--- src/rtl/core/sobel_edge_magnitude_rgb_unit_macros.svh ---
// ----------------------------------------------------------------------------
// sobel edge magnitude assertion macros
// shared property forms for the unit's checks
// ----------------------------------------------------------------------------
`ifndef SOBEL_EDGE_MAGNITUDE_RGB_UNIT_MACROS_SVH
`define SOBEL_EDGE_MAGNITUDE_RGB_UNIT_MACROS_SVH

// same-cycle implication
`define SEM_ASSERT_NOW(label, ante, cons, msg) \
    label: assert property (@(posedge aclk) disable iff (!aresetn) (ante) |-> (cons)) \
        else $error(msg);

// next-cycle implication
`define SEM_ASSERT_NEXT(label, ante, cons, msg) \
    label: assert property (@(posedge aclk) disable iff (!aresetn) (ante) |=> (cons)) \
        else $error(msg);

`endif

--- src/rtl/core/sem_pkg.sv ---
// ----------------------------------------------------------------------------
// sem_pkg
// shared constants, types and codes of the sobel edge magnitude unit
// ----------------------------------------------------------------------------
package sem_pkg;

    localparam int MAX_WIDTH  = 1024;
    localparam int COL_W      = $clog2(MAX_WIDTH);
    localparam int ROW_W      = 12;
    localparam int IROW_W     = ROW_W + 1;
    localparam int WID_W      = 11;
    localparam int PIX_W      = 24;
    localparam int SUM_W      = 21;
    localparam int ROOT_W     = 22;
    localparam int ROOT_STEPS = 11;
    localparam int CNT_W      = 4;

    localparam logic [WID_W-1:0] WIDTH_RESET  = WID_W'(1024);
    localparam logic [ROW_W-1:0] HEIGHT_RESET = ROW_W'(768);

    localparam logic REQ_PIXEL = 1'b0;
    localparam logic REQ_DRAIN = 1'b1;

    localparam logic REG_WIDTH  = 1'b0;
    localparam logic REG_HEIGHT = 1'b1;

    typedef enum logic [2:0] {
        S_IDLE,
        S_READ,
        S_GRAD,
        S_SQUARE,
        S_START,
        S_ROOT,
        S_OUT
    } sem_state_t;

    typedef struct packed {
        logic take;
        logic shift;
        logic grad;
        logic square;
        logic root_start;
        logic root_step;
        logic out_load;
    } sem_cmd_t;

    typedef struct packed {
        logic drop;
        logic produce;
        logic out_free;
    } sem_stat_t;

endpackage

--- src/rtl/core/sem_ctrl.sv ---
// ----------------------------------------------------------------------------
// sem_ctrl
// per-beat sequencer: window update, gradient, square, root, result load
// ----------------------------------------------------------------------------
`include "sobel_edge_magnitude_rgb_unit_macros.svh"

module sem_ctrl (
    input  logic               aclk,
    input  logic               aresetn,
    input  logic               s_valid,
    output logic               s_ready,
    input  sem_pkg::sem_stat_t stat,
    output sem_pkg::sem_cmd_t  cmd
);

    sem_pkg::sem_state_t state_reg, state_next;
    logic [sem_pkg::CNT_W-1:0] cnt_reg, cnt_next;

    always_ff @(posedge aclk) begin
        if (!aresetn) begin
            state_reg <= sem_pkg::S_IDLE;
            cnt_reg   <= '0;
        end else begin
            state_reg <= state_next;
            cnt_reg   <= cnt_next;
        end
    end

    always_comb begin
        state_next = state_reg;
        cnt_next   = cnt_reg;
        cmd        = '0;
        s_ready    = 1'b0;
        case (state_reg)
            sem_pkg::S_IDLE: begin
                s_ready = 1'b1;
                if (s_valid && !stat.drop) begin
                    cmd.take   = 1'b1;
                    state_next = sem_pkg::S_READ;
                end
            end
            sem_pkg::S_READ: begin
                cmd.shift  = 1'b1;
                state_next = stat.produce ? sem_pkg::S_GRAD : sem_pkg::S_IDLE;
            end
            sem_pkg::S_GRAD: begin
                cmd.grad   = 1'b1;
                state_next = sem_pkg::S_SQUARE;
            end
            sem_pkg::S_SQUARE: begin
                cmd.square = 1'b1;
                state_next = sem_pkg::S_START;
            end
            sem_pkg::S_START: begin
                cmd.root_start = 1'b1;
                cnt_next       = '0;
                state_next     = sem_pkg::S_ROOT;
            end
            sem_pkg::S_ROOT: begin
                cmd.root_step = 1'b1;
                cnt_next      = cnt_reg + sem_pkg::CNT_W'(1);
                if (cnt_reg == sem_pkg::CNT_W'(sem_pkg::ROOT_STEPS - 1)) begin
                    state_next = sem_pkg::S_OUT;
                end
            end
            sem_pkg::S_OUT: begin
                if (stat.out_free) begin
                    cmd.out_load = 1'b1;
                    state_next   = sem_pkg::S_IDLE;
                end
            end
            default: begin
                state_next = sem_pkg::S_IDLE;
            end
        endcase
    end

    `SEM_ASSERT_NOW(a_load_free, cmd.out_load, stat.out_free, "result loaded over a waiting beat")
    `SEM_ASSERT_NEXT(a_take_read, cmd.take, state_reg == sem_pkg::S_READ, "take not followed by read")
    `SEM_ASSERT_NEXT(a_root_end, (state_reg == sem_pkg::S_ROOT) && (cnt_reg == sem_pkg::CNT_W'(sem_pkg::ROOT_STEPS - 1)), state_reg == sem_pkg::S_OUT, "root did not finish on time")

endmodule

--- config.mk ---
export PLATFORM = sky130hd
export DESIGN_NAME = sem_ctrl
export DESIGN_NICKNAME = d
export VERILOG_FILES = /design/src/rtl/core/sem_pkg.sv /design/src/rtl/core/sem_ctrl.sv
export VERILOG_INCLUDE_DIRS = /design/src /design/src/rtl/core
export SDC_FILE = /design/constraint.sdc
export NUM_CORES = 1
export LEC_CHECK = 0
export BUFFER_PORTS_ARGS = -buffer_cell sky130_fd_sc_hd__buf_2
export CAP_MARGIN = 20
export CORE_MARGIN = 2
export CORE_UTILIZATION = 35
export DETAILED_ROUTE_END_ITERATION = 8
export SLEW_MARGIN = 0
export SYNTH_ARGS = -nofsm -noshare
export SYNTH_HDL_FRONTEND = slang
export SYNTH_SLANG_ARGS = --single-unit
--- constraint.sdc ---
create_clock -name aclk -period 1.5 [get_ports aclk]
set_clock_uncertainty 0.2 [all_clocks]
set_input_delay 0.075 -clock aclk [delete_from_list [all_inputs] [get_ports aclk]]
set_output_delay 0.075 -clock aclk [all_outputs]
set_load 0.05 [all_outputs]
==> results.json, run 1 <==
{
  "min_period_ps": 1490,
  "vias_per_cell": 4.94,
  "core_region_area_sq_um": 1280,
  "routedWlPerCell_um": 11.6,
  "grt_overflow_total": 0,
  "clkTransAtPathRegs_ps": 60,
  "yosysTopAreaCellShare_pct": 29.8,
  "hp-class": "input port to register",
  "critPathArrivalTime_ps": 1220,
  "r2r-start": "cnt_reg[0]$_SDFFE_PN0P_",
  "die_h_um": 40.7,
  "critPathLaunch": "state_reg[2]$_SDFFE_PN0P_",
  "portBuffers": 13,
  "antenna_found_initial": 0,
  "fin_nets": 88,
  "htreeDepth": 1,
  "worstRegToRegCells": 5,
  "grt_max_degree": 10,
  "leakage_nw": 0.305,
  "cts_sinks": 7,
  "ys_dominant_reg_cell": "dfxtp_1",
  "grt_pass1_vias": 364,
  "num_vias": 464,
  "ir_worst_vdd_mv": 0.410,
  "slowest_stage": "dfxtp_4",
  "pin_count": 14,
  "ctsRootBufferMaster": "clkbuf_4",
  "ys_types": 26,
  "ys_async_sr_fraction_pct": 0,
  "slew_headroom_pct": 81.7,
  "ant_nets": 0,
  "slew_violations": 0,
  "synth_edf_count": 0,
  "crit_fanout": 7,
  "timing.final.hold_violations": 0,
  "syn_to_final_growth_pct": 57.7,
  "ys_seq_area_share_pct": 29.8,
  "cpPeakStageDelay_ps": 370,
  "whs_ps": 12.3,
  "synth_warnings": 0,
  "endpoint_kind": "output port",
  "place_congestion": 0.683,
  "synth_fp_nets": 64,
  "die_area_sq_um": 1650,
  "path_cells": "buf_4 -> nor3_1 -> buf_4",
  "clk_latency_ps": 260,
  "yosysMostFrequentCell": "dfxtp_1",
  "synth_top_cell_by_area": "dfxtp_1",
  "timing.critical_path.from_type": "register",
  "postSynthAreaPerCell_sq_um": 8.40,
  "grt_pass1_wl_um": 1420,
  "die_w_um": 40.7,
  "synthTopCellsByArea": "dfxtp_1 30%, ha_1 5.3%, buf_6 4.8%, a31oi_4 4.5%, nor3_1 4.3%",
  "start_util_pct": 36.6,
  "cts_buffers": 3,
  "netlist_instances": 56,
  "hpwlAfterDp_um": 731,
  "rows": 13,
  "drc": 0,
  "first_iter_violations": 2,
  "worstMarginPinSlew_ps": 274,
  "status": "finished, final reports clean",
  "diodes": 0,
  "drive_gt1_share_pct": 46.8,
  "reg2reg_slack_ps": 80,
  "maxCapViolCount": 0,
  "timing.final.crit_share_pct": 99.7,
  "path_common_cell": "buf_4",
  "first_pass_iters": 2,
  "p_total_uw": 484,
  "yosys-top-cells-count": "7 x dfxtp_1, 5 x inv_1, 4 x nand2_1, 4 x nor2_1, 4 x nor3_1",
  "cts_tree": "yes",
  "fmax_mhz": 669,
  "wl_um": 1100,
  "critPathKind": "register to output port",
  "track_usage_pct": 13.6,
  "critPathRequiredTime_ps": 1220,
  "post_synth_instance_area_sq_um": 470,
  "pwr_density_cell_nw_per_um2": 653,
  "clk_path_buf_depth": 2,
  "ys_ff_latch": 7,
  "rr_endpoint": "state_reg[1]$_SDFFE_PN0P_",
  "rsz0062_at_grt": "yes",
  "critPathCapture": "cmd[5]",
  "largest_reg_flops": 4,
  "finalSetupViolations": 0
}
## per-stage QoR
stage          TNS [ps]  instances  utilization [%]  instance area (sq um)  setup slack (ps)
6_report              0         94             57.7                    742              5.23
3_3_place_gp          0         85             44.6                    573              50.3
4_1_cts           -8.71         92             50.7                    652             -8.71
2_1_floorplan     -1360         56                -                    487              -338
5_1_grt            -135         94             57.7                    742             -56.1
3_5_place_dp          0         85             44.6                    573              54.1
## critical path, delay by kind of cell, from the launching register on
| kind | cells | cell delay, ps |
|---|---|---|
| and+or+nand+nor | 1 | 190 |
| DFF | 1 | 370 |
| buffers and inverters | 2 | 390 |
## final cells by class
cell class                 instances  area (sq um)
inverter                           5          21.3
sequential                         7           151
tap                               15          18.8
timing repair buffer              22           189
multi-input combinational         41           335
clock buffer                       4          26.3
fill                             116           543
## timing repair
item / CTS / global route
buffers inserted: 2 / 2
endpoints found under the setup margin: 8 / 8
gates resized for setup: 12 / 24
hold buffers: 1 / 0
endpoints found under the hold margin: 7 / 0
pin swaps: 0 / 5
## routing by layer
layer / global-route usage (%) / routed length [um]
met5: 0 / 0
met1: 16.8 / 525
met2: 20.2 / 517
met3: 6.52 / 52
met4: 5.00 / 0
## worst min path at each step
stage	start	cells after the start	to
after floorplan	aresetn	1	cnt_reg[0]$_SDFFE_PN0P_
after global placement	aresetn	2	state_reg[0]$_SDFFE_PN0P_
after detailed placement	aresetn	2	cnt_reg[0]$_SDFFE_PN0P_
after CTS	stat[0]	3	state_reg[1]$_SDFFE_PN0P_
after global routing	stat[0]	3	state_reg[1]$_SDFFE_PN0P_
final	stat[0]	3	state_reg[1]$_SDFFE_PN0P_
## layout by cell type (no fill, tap or decap)
master	instances
nand3b_2	1
nor2_1	4
a31oi_1	1
nor2b_1	2
o221a_1	1
dfxtp_1	4
o32ai_1	2
inv_2	1
clkbuf_4	3
and2_1	2
nand2b_1	2
a211oi_1	1
nor3b_1	1
a31oi_4	1
nand2_1	3
buf_6	9
nor3_4	1
o21ai_0	3
nand3_1	1
clkbuf_1	1
or2_0	1
buf_4	7
ha_1	2
inv_4	1
dlygate4sd3_1	1
inv_1	3
nand2b_4	1
a21boi_1	1
nand2_4	1
dfxtp_4	3
a21oi_1	3
nor3_1	3
nor4_4	1
nor3b_4	2
buf_2	5
## logic make-up after synthesis
logic type | share of synthesized area, %
adders and majority gates | 5.32
AOI/OAI and AO/OA | 21.5
buffers and inverters | 9.84
DFF | 29.8
and+or+nand+nor | 33.5
## report_power, final
part           leakage, nW  switching [mW]  total, mW  internal, mW
combinational        0.231          0.0626      0.110        0.0469
sequential          0.0589         0.00775      0.194         0.187
clock               0.0150          0.0784      0.180         0.102
No activity file was read; power rests on OpenSTA's default activity.
==> run 2: changes to the inputs <==
- ABC_AREA: unset -> 1
- CORE_AREA: unset -> 2 2 39 41
- CORE_MARGIN: 2 -> unset
- CORE_UTILIZATION: 35 -> unset
- DIE_AREA: unset -> 0 0 41 43
==> run 2 against run 1 <==
  * Critical path depth grew 1
  * Core utilization is 14 points lower
  * Register-to-register slack improved by 100 ps
  * Clock power barely moved
  * First-iteration DRC count rose to 2.5 times the previous value
  * Cell area shrank 18%
  * Synthesized area fell by 4.5%
  * Maximum frequency increased by 4.7%
  * Largest cell class unchanged
==> results.json, run 2 <==
{
  "multiInputGateArea_sq_um": 265,
  "cts_sinks": 7,
  "status": "finished, final reports clean",
  "start_util_pct": 32.5,
  "first_iter_violations": 5,
  "ys_seq_area_share_pct": 31.2,
  "largest_reg_flops": 4,
  "yosys-top-cells-count": "14 x nor2_1, 11 x nand2_1, 9 x inv_1",
  "regArea_sq_um": 144,
  "finalSetupViolations": 0,
  "netlist_instances": 69,
  "critPathRequiredTime_ps": 1220,
  "ys_types": 19,
  "antenna_found_initial": 0,
  "routedWlPerCell_um": 9.04,
  "fin_nets": 97,
  "die_w_um": 41,
  "hp-start": "stat[0]",
  "synthTopCellsByArea": "dfxtp_1 31%, nor2_1 12%, nand2_1 9.2%, inv_1 7.5%, ha_1 5.6%",
  "grt_overflow_total": 0,
  "critPathArrivalTime_ps": 1150,
  "crit_fanout": 6,
  "clk_latency_ps": 250,
  "postSynthAreaPerCell_sq_um": 6.51,
  "core_region_area_sq_um": 1380,
  "ys_async_sr_fraction_pct": 0,
  "clkTransAtPathRegs_ps": 60,
  "r2r-start": "cnt_reg[0]$_SDFFE_PN0P_",
  "layout.cells.most_common": "nor2_1",
  "synth_top_cell_by_area": "dfxtp_1",
  "critPathLaunch": "state_reg[1]$_SDFFE_PN0P_",
  "hpwlAfterDp_um": 742,
  "cts_buffers": 3,
  "maxCapViolCount": 0,
  "ys_dominant_reg_cell": "dfxtp_1",
  "whs_ps": 64.5,
  "clk_path_buf_depth": 2,
  "cts_tree": "yes",
  "grt_pass1_vias": 398,
  "worstMarginPinSlew_ps": 251,
  "ir_worst_vdd_mv": 0.932,
  "placed_cells": 98,
  "rows": 14,
  "drive_gt1_share_pct": 35.2,
  "worstRegToRegCells": 8,
  "reg2reg_slack_ps": 180,
  "num_vias": 472,
  "synth_fp_nets": 77,
  "post-cts-setup-buffer-count": 0,
  "grt_max_degree": 8,
  "pwr_density_cell_nw_per_um2": 2260,
  "hp-class": "input port to register",
  "pin_count": 14,
  "wl_um": 940,
  "ant_nets": 0,
  "diodes": 0,
  "leakage_nw": 0.300,
  "timing.critical_path.from_type": "register",
  "slew_violations": 0,
  "holdPathStages": 6,
  "endpoint_kind": "output port",
  "rr_endpoint": "state_reg[0]$_SDFFE_PN0P_",
  "min_period_ps": 1430,
  "fmax_mhz": 700,
  "synth_warnings": 0,
  "syn_to_final_growth_pct": 35.1,
  "grt_pass1_wl_um": 1440,
  "yosysMostFrequentCell": "nor2_1",
  "final_cell_mix": "12 x nor2_1, 11 x nand2_1, 9 x inv_1",
  "die_area_sq_um": 1760,
  "post_synth_instance_area_sq_um": 449,
  "track_usage_pct": 11.8,
  "htreeDepth": 1,
  "portBuffers": 13,
  "instances_no_fill": 104,
  "ctsRootBufferMaster": "clkbuf_4",
  "fillers": 157,
  "slew_headroom_pct": 83.4,
  "timing.final.crit_share_pct": 95.2,
  "vias_per_cell": 4.54,
  "critPathKind": "register to output port",
  "synth_edf_count": 0,
  "place_congestion": 0.699,
  "timing.final.hold_violations": 0,
  "drc": 0,
  "first_pass_iters": 3,
  "yosysTopAreaCellShare_pct": 31.2,
  "ys_ff_latch": 7,
  "min_to": "state_reg[0]$_SDFFE_PN0P_",
  "die_h_um": 43
}
==> run 2: changes by cell type in the layout (fill, tap and decap cells not counted), sizes merged, moves of 3 or more <==
cell	change
nor3b	-3
o21ai	+3
nor2	+12
nand2b	-3
nand3	+3
nand2	+9
buf	-10
inv	+8
==> run 2: metrics by stage <==
step	setup TNS, ps	power, mW	area, sq um	setup slack, ps	utilization (%)
after CTS	0	1.33	593	1.30	42.9
after detailed placement	0	1.13	537	166	38.8
after global routing	-2.16	1.48	607	-2.16	43.9
final	0	1.37	607	72.1	43.9
after global placement	0	1.13	537	180	38.8
after floorplan	-1120	0.973	452	-331	-
==> run 2: how the worst max path moves through the flow <==
stage / to
CTS: cmd[5]
global placement: state_reg[0]$_SDFFE_PN0P_
detailed placement: state_reg[0]$_SDFFE_PN0P_
global route: cmd[5]
floorplan: cmd[0]
finish: cmd[2]
==> run 2: metal layers <==
metal | up-vias | global-route usage, % | share of wire, %
li1 | 251 | - | -
met1 | 207 | 13.9 | 48
met2 | 14 | 18.4 | 46
met3 | 0 | 3.14 | 5.7
met4 | 0 | 6.00 | 0
met5 | - | 0 | 0
==> run 2: cell families after synthesis <==
logic type / share of synthesized area [%]
AOI/OAI and AO/OA: 10.6
adders and majority gates: 5.57
buffers and inverters: 10.9
DFF: 31.2
and+or+nand+nor: 41.8
==> run 2: where the power goes <==
group / leakage, nW / internal, mW / switching (mW)
logic: 0.227 / 0.253 / 0.610
registers: 0.0581 / 0.243 / 0.0830
clock network: 0.0150 / 0.102 / 0.0787
total: 0.300 / 0.598 / 0.772
==> run 2: area by class of cell <==
cell class | instances | area share [%]
well taps | 16 | 3.30
repair buffers | 15 | 16.9
flip-flops and latches | 7 | 23.7
multi-input cells | 49 | 43.7
inverters | 13 | 8.04
clock buffers | 4 | 4.33
==> run 2: repair_timing <==
| action | CTS | global route |
|---|---|---|
| resized for setup | 4 | 8 |
| pin swaps | 0 | 0 |
| endpoints found under the hold margin | 5 | 0 |
| setup endpoints to repair | 4 | 8 |
| hold buffers | 2 | 0 |
==> run 2: worst max-delay path, cell delays in order, from the launching register on <==
cell,delay [ps]
dfxtp_2,350
inv_2,70
nand2_4,70
nor2_1,120
buf_2,280
==> run 3: changes to the inputs <==
- MAX_ROUTING_LAYER: unset -> met4
- clock period: 1.5 -> 1.3 ns (I/O delays scaled with it)
==> run 3 against run 2 <==
  * The run now ends with setup timing left
  * Sequential cell count stayed put
  * Non-clock buffer count rose by 7
  * Core utilization up 13 points
  * Critical path depth decreased by 1
  * Die area stayed put
  * Critical endpoint is now cmd[0]
  * Highest routed layer is now met4
==> results.json, run 3 (synthesis results as in run 2) <==
{
  "routedWlPerCell_um": 10.6,
  "clk_path_buf_depth": 2,
  "cts_tree": "yes",
  "r2r-start": "state_reg[1]$_SDFFE_PN0P_",
  "clockPowerShare_pct": 9.9,
  "grt_pass1_wl_um": 1680,
  "first_iter_violations": 5,
  "diodes": 0,
  "ctsRootBufferMaster": "clkbuf_4",
  "leakage_nw": 0.358,
  "clk_latency_ps": 250,
  "critPathArrivalTime_ps": 1090,
  "core_region_area_sq_um": 1380,
  "clkTransAtPathRegs_ps": 50,
  "track_usage_pct": 14.8,
  "grt_pass1_vias": 440,
  "largest_reg_flops": 4,
  "hp-start": "stat[0]",
  "hpwlAfterDp_um": 716,
  "cts_sinks": 7,
  "antenna_found_initial": 0,
  "cts_buffers": 3,
  "num_vias": 515,
  "p_int_uw": 953,
  "worstMarginPinSlew_ps": 200,
  "crit_fanout": 6,
  "fin_nets": 104,
  "comb_power_share_pct": 69.2,
  "worstRegToRegCells": 7,
  "violations": "setup timing",
  "status": "finished, violations left",
  "p_seq_share_pct": 20.9,
  "drive_gt1_share_pct": 60.0,
  "min_period_ps": 1350,
  "rows": 14,
  "first_pass_iters": 3,
  "min_to": "state_reg[2]$_SDFFE_PN0P_",
  "die_h_um": 43,
  "swShare_pct": 52.6,
  "die_w_um": 41,
  "slew_violations": 0,
  "timing.final.hold_violations": 0,
  "grt_overflow_total": 0,
  "utilization_pct": 57.3,
  "slew_headroom_pct": 86.5,
  "critPathKind": "register to output port",
  "fin_ws_ps": -51.4,
  "endpoint_kind": "output port",
  "critPathRequiredTime_ps": 1030,
  "vias_per_cell": 4.64,
  "reg2reg_slack_ps": 0,
  "rsz0062_at_grt": "yes",
  "drc": 0,
  "finalSetupViolations": 9,
  "placed_cell_area_sq_um": 576,
  "grt_max_degree": 8,
  "pin_count": 14,
  "fmax_mhz": 740,
  "die_area_sq_um": 1760,
  "ant_nets": 0,
  "switchingPower_mw": 1.06,
  "pwr_density_cell_nw_per_um2": 2540,
  "ir_worst_vdd_mv": 1.24,
  "place_congestion": 0.727,
  "final_cell_mix": "7 x nor2_1, 7 x buf_6",
  "htreeDepth": 1,
  "wl_um": 1170,
  "syn_to_final_growth_pct": 76.6,
  "timing.final.crit_share_pct": 104,
  "rr_endpoint": "cnt_reg[1]$_SDFFE_PN0P_",
  "portBuffers": 13,
  "holdPathStages": 6,
  "maxCapViolCount": 0,
  "hp-class": "input port to register",
  "timing.critical_path.from_type": "register",
  "finalInstanceArea_sq_um": 793,
  "start_util_pct": 32.5
}
## run 3: layout make-up
type,count,area (sq um)
multi-input combinational,49,344
sequential,7,153
inverter,13,51.3
timing repair buffer,22,199
clock buffer,4,26.3
fill,134,591
tap,16,20.0
## run 3: worst max-delay path by stage
stage | from | to | slack [ps] | cells past startpoint
after floorplan | state_reg[1]$_SDFFE_PN0P_ | cnt_reg[3]$_SDFFE_PN0P_ | -140 | 6
after global placement | state_reg[1]$_SDFFE_PN0P_ | state_reg[0]$_SDFFE_PN0P_ | 70 | 8
after detailed placement | cnt_reg[0]$_SDFFE_PN0P_ | state_reg[0]$_SDFFE_PN0P_ | 40 | 8
after CTS | state_reg[1]$_SDFFE_PN0P_ | cmd[1] | -50 | 4
after global routing | state_reg[1]$_SDFFE_PN0P_ | cmd[1] | -90 | 4
final | state_reg[0]$_SDFFE_PN0P_ | cmd[0] | -50 | 3
## run 3: per-layer routing
| metal | GRT usage, % | wire, um | vias to the layer above |
|---|---|---|---|
| met5 | - | 0 | - |
| met4 | 12.0 | 38 | 0 |
| met3 | 3.14 | 51 | 4 |
| met2 | 20.0 | 586 | 14 |
| met1 | 17.9 | 495 | 223 |
| li1 | - | - | 274 |
## run 3: worst max-delay path, stage by stage (launching register included)
cell,delay (ps)
dfxtp_4,370
buf_6,130
nor3_4,160
buf_6,180
## run 3: what timing repair did
item	CTS	global route
hold buffers	2	0
pin swaps	5	8
resized for setup	28	18
cloned	0	0
setup buffers	3	1
endpoints found under the setup margin	8	14
hold endpoints to repair	5	0
## run 3: power groups by stage
stage,registers [mW],logic [mW],clock network (mW)
floorplan,0.361,0.798,0
global placement,0.365,0.998,0
detailed placement,0.368,0.994,0
CTS,0.410,1.25,0.207
global route,0.433,1.50,0.218
finish,0.421,1.39,0.199
## run 3: per-stage QoR
stage               setup WS [ps]  power, mW  instances  setup TNS, ps  hold WS (ps)
global route                -91.1       2.15        111           -855           142
global placement             70.2       1.36        101              0           144
floorplan                    -137       1.16         69           -867         -14.1
CTS                         -54.6       1.86        110           -295          59.2
detailed placement           38.5       1.36        101              0           143
finish                      -51.4       2.01        111           -234           119
